==> src/rtl/core/rtpf_div.sv <==
// Bit-serial restoring divider: one quotient bit per cycle.
// Splits a pixel index into row (quotient) and column (remainder).
`default_nettype none

module rtpf_div #(
    parameter int DW = 13,   // dividend / quotient width
    parameter int VW = 8     // divisor / remainder width
) (
    input  wire           i_clk,
    input  wire           i_rst_n,
    input  wire           i_start,
    input  wire [DW-1:0]  i_dividend,
    input  wire [VW-1:0]  i_divisor,
    output logic          o_done,
    output logic [DW-1:0] o_quot,
    output logic [VW-1:0] o_rem
);

    localparam int CNTW = (DW > 1) ? $clog2(DW) : 1;

    logic            r_busy;
    logic            r_done;
    logic [CNTW-1:0] r_cnt;
    logic [VW-1:0]   r_rem;
    logic [DW-1:0]   r_quo;

    logic [VW:0]     trial;
    logic            q_bit;
    logic [VW-1:0]   n_rem;

    // Trial subtract of the divisor from the partial remainder
    always_comb begin
        trial = {r_rem, r_quo[DW-1]};
        q_bit = (trial >= {1'b0, i_divisor});
        n_rem = q_bit ? VW'(trial - {1'b0, i_divisor}) : VW'(trial);
    end

    // Control
    always_ff @(posedge i_clk) begin
        if (!i_rst_n) begin
            r_busy <= 1'b0;
            r_done <= 1'b0;
            r_cnt  <= '0;
        end else begin
            r_done <= 1'b0;
            if (i_start) begin
                r_busy <= 1'b1;
                r_cnt  <= '0;
            end else if (r_busy) begin
                r_cnt <= r_cnt + 1'b1;
                if (r_cnt == CNTW'(DW - 1)) begin
                    r_busy <= 1'b0;
                    r_done <= 1'b1;
                end
            end
        end
    end

    // Datapath: dividend shifts out at the top, quotient shifts in at the bottom
    always_ff @(posedge i_clk) begin
        if (i_start) begin
            r_rem <= '0;
            r_quo <= i_dividend;
        end else if (r_busy) begin
            r_rem <= n_rem;
            r_quo <= {r_quo[DW-2:0], q_bit};
        end
    end

    assign o_done = r_done;
    assign o_quot = r_quo;
    assign o_rem  = r_rem;

    assert property (@(posedge i_clk) disable iff (!i_rst_n)
        r_done |-> !r_busy)
        else $error("divider done while still busy");
    assert property (@(posedge i_clk) disable iff (!i_rst_n)
        r_done |-> (r_rem < i_divisor))
        else $error("divider remainder not below divisor");
    assert property (@(posedge i_clk) disable iff (!i_rst_n)
        i_start |-> !r_busy)
        else $error("divider restarted mid-division");

endmodule

`default_nettype wire

==> config.mk <==
export PLATFORM = sky130hd
export DESIGN_NAME = rtpf_div
export DESIGN_NICKNAME = d
export VERILOG_FILES = /design/src/rtl/core/rtpf_div.sv
export SDC_FILE = /design/constraint.sdc
export NUM_CORES = 1
export LEC_CHECK = 0
export BUFFER_PORTS_ARGS = -buffer_cell sky130_fd_sc_hd__buf_2
export CORE_UTILIZATION = 45
export DETAILED_ROUTE_END_ITERATION = 10
export PLACE_DENSITY = 0.76
export SYNTH_ARGS = -nofsm -noshare
export SYNTH_HDL_FRONTEND = slang
export SYNTH_SLANG_ARGS = --single-unit
==> constraint.sdc <==
create_clock -name i_clk -period 2.9 [get_ports i_clk]
set_input_delay 0.58 -clock i_clk [delete_from_list [all_inputs] [get_ports i_clk]]
set_output_delay 0.58 -clock i_clk [all_outputs]
set_load 0.01 [all_outputs]
==> impl_metrics.env <==
export IMPL_drt_wirelength_per_cell_um=12.47
export IMPL_syn_nets=187
export IMPL_netlist_instances=152
export IMPL_hold_violations=0
export IMPL_reg2reg_depth=6
export IMPL_max_freq_mhz=472.7
export IMPL_slowest_stage="a311o_2"
export IMPL_regToRegEndpoint="o_rem[0]$_SDFFE_PP0P_"
export IMPL_maxCapViolations=0
export IMPL_rows=21
export IMPL_status="finished, final reports clean"
export IMPL_synth_seq_cells=27
export IMPL_ys_dominant_reg_cell="dfxtp_1"
export IMPL_vias_per_cell=5.354
export IMPL_cts_tree="built"
export IMPL_fin_nets=233
export IMPL_yosysSeqAreaShare=0.4224
export IMPL_dr_pass1_iters=4
export IMPL_ant_nets=0
export IMPL_worstPathRequired_ns=3.13
export IMPL_synth_edf_count=13
export IMPL_grt_use_met2=0.2857
export IMPL_insertion_delay_ns=0.32
export IMPL_post_route_drc_count=0
export IMPL_dieArea_mm2=0.003770
export IMPL_fp_dieH_um=61.40
export IMPL_fin_crit_sh=0.7295
export IMPL_drive_above_1_share=0.3503
export IMPL_path_cells="buf_2 -> inv_1 -> ha_1 -> a21o_1 -> a211oi_1 -> o211a_1 -> nor4_1 -> a311o_2"
export IMPL_tightest_slew_ns=0.5363
export IMPL_synth_area_per_cell_um2=10.45
export IMPL_r2r_start="o_rem[5]$_SDFFE_PP0P_"
export IMPL_post_cts_resized=0
export IMPL_rsz0062_at_grt="no"
export IMPL_io_pins=46
export IMPL_antenna_cells=0
export IMPL_grt_overflow_total=0
export IMPL_cpPeakStageDelay_ns=0.35
export IMPL_p_leak_uw=0.0008481
export IMPL_h_tree_depth=1
export IMPL_grt_max_degree=23
export IMPL_rrSetupSlack_ns=0.79
export IMPL_fin_crit_ns=2.116
export IMPL_clkSinkCount=27
export IMPL_core_area_mm2=0.003363
export IMPL_critPathKind="input port to flip-flop"
export IMPL_postCtsSetupBuffers=0
export IMPL_grt_busiest_layer="met2"
export IMPL_die_w_um=61.40
export IMPL_total_power_uw=856.0
export IMPL_area_growth_pct=17.81
export IMPL_slew_limit_headroom=0.6416
export IMPL_grt_pass1_vias=1107
export IMPL_antenna_found_initial=0
export IMPL_finalClockSkew_ns=0.01118
export IMPL_dp_hpwl_mm=2.336
export IMPL_clock_path_buffers=2
export IMPL_crit_arrival_ns=2.35
export IMPL_worstPathMaxFanout=9
export IMPL_yosys_warnings=0
export IMPL_hold_buffers=0
export IMPL_setup_viol=0
export IMPL_drt_iter0_markers=74
export IMPL_met1_usage=0.2305
export IMPL_worst_ir_drop_vdd_mv=0.3289
export IMPL_cts_buffers=3
export IMPL_numPortBuffers=45
export IMPL_wirelength_mm=3.029
export IMPL_drv_slew=0
export IMPL_floorplan_initialDensity=0.4721
export IMPL_yosysUniqueCellTypes=44
export IMPL_startpoint="i_divisor[6]"
export IMPL_worstHoldPathType="input port to flip-flop"
export IMPL_p_per_area_mw_per_mm2=457.6
export IMPL_via_count=1301
export IMPL_grt_util_met3=0.01891
export IMPL_routabilityCongestion=0.7634
export IMPL_cp_start_kind="input port"
export IMPL_synth_async_reset_ratio=0
export IMPL_ctsRootBufferMaster="clkbuf_4"
export IMPL_grt_usage=0.1695
export IMPL_cp_end_kind="flip-flop"
export IMPL_nFillCells=336
export IMPL_path_clk_slew_ns=0.15
export IMPL_setup_worst_path_end="o_rem[0]$_SDFFE_PP0P_"
export IMPL_grt_pass1_wl_mm=4.733
export IMPL_synth_area_mm2=0.001588
export IMPL_finalSetupTns_ns=0
cells by family after synthesis:
family,synth area share
AOI/OAI and AO/OA,0.1426
and+or+nand+nor,0.1450
DFF,0.4224
muxes,0.09850
buffers and inverters,0.06146
adders and majority gates,0.09141
xor gates and xnor gates,0.03861
metal layers:
layer / up-vias / share of wire
li1: 650 / -
met4: 0 / 0.0046
met1: 612 / 0.48
met3: 2 / 0.047
met2: 37 / 0.47
met5: - / 0
cell type report:
class | count | area [um^2] | share of cell area
inverter | 14 | 52.55 | 0.02809
clock buffer | 3 | 22.52 | 0.01204
tap | 46 | 57.56 | 0.03077
clock inverter | 1 | 7.507 | 0.004013
sequential | 27 | 670.6 | 0.3585
timing repair buffer | 47 | 240.2 | 0.1284
multi-input combinational | 105 | 819.5 | 0.4381
critical path: cells and delay by family:
family / cells / cell delay [ns]
AND/OR/NAND/NOR: 1 / 0.08
adder cells (fa/ha/maj): 1 / 0.34
AO/OA/AOI/OAI: 4 / 1.25
buffers and inverters: 2 / 0.10
cell usage after synthesis (3+ instances only):
library cell / instances / area (um^2)
dfxtp_1: 14 / 280.3
edfxtp_1: 13 / 390.4
inv_1: 13 / 48.80
mux2_2: 13 / 146.4
nand2_1: 11 / 41.29
ha_1: 10 / 125.1
nor2_1: 9 / 33.78
nand3_1: 6 / 30.03
a21oi_1: 4 / 20.02
xnor2_1: 4 / 35.03
a311oi_1: 3 / 26.28
a31o_2: 3 / 26.28
buf_6: 3 / 33.78
clkbuf_1: 3 / 11.26
nor2b_1: 3 / 18.77
o21a_1: 3 / 22.52
xor2_1: 3 / 26.28
cells in the final DEF, fill, tap and decap left out, types with 3 or more instances in the layout:
| cell type | n |
|---|---|
| clkbuf_4 | 3 |
| nor2b_1 | 3 |
| nand2_1 | 11 |
| buf_2 | 45 |
| dfxtp_1 | 14 |
| nor2_1 | 9 |
| xor2_1 | 3 |
| ha_1 | 10 |
| nand3_1 | 6 |
| o21a_1 | 3 |
| inv_1 | 13 |
| a311oi_1 | 3 |
| edfxtp_1 | 13 |
| a21oi_1 | 4 |
| xnor2_1 | 4 |
| a31o_2 | 3 |
| mux2_2 | 13 |
worst min-delay path by stage:
stage,from,to,cells past startpoint
final,i_rst_n,r_busy$_SDFF_PN0_,2
after global routing,i_rst_n,r_busy$_SDFF_PN0_,2
after CTS,i_rst_n,r_busy$_SDFF_PN0_,2
after detailed placement,r_cnt[3]$_SDFFE_PP0P_,o_done$_SDFF_PP0_,2
after global placement,r_cnt[3]$_SDFFE_PP0P_,o_done$_SDFF_PP0_,2
after floorplan,r_cnt[3]$_SDFFE_PP0P_,o_done$_SDFF_PP0_,2
metrics by stage:
step	utilization	std cells	worst slack (ns)	hold WS [ns]	cell area (um^2)
after global placement	0.5472	239	0.4662	0.4885	1841
after detailed placement	0.5472	239	0.4089	0.4988	1841
after CTS	0.5562	243	0.7673	0.4843	1871
after floorplan	-	152	0.6343	0.4621	1588
after global routing	0.5562	243	0.5954	0.4720	1871
final	0.5562	243	0.7844	0.4886	1871
state kept, by name, summed over array words and instances (netlist names):
signal and count:
o_rem 8, o_quot 13, o_done 1, r_busy 1, r_cnt 4
where the power goes:
group	switching [uW]	leakage [uW]	internal (uW)
registers	20.7	0.000245	437
logic	126	0.000589	108
clock network	112	0.0000139	52.7
total	258	0.000848	598
(Power assumes the default switching activity.)
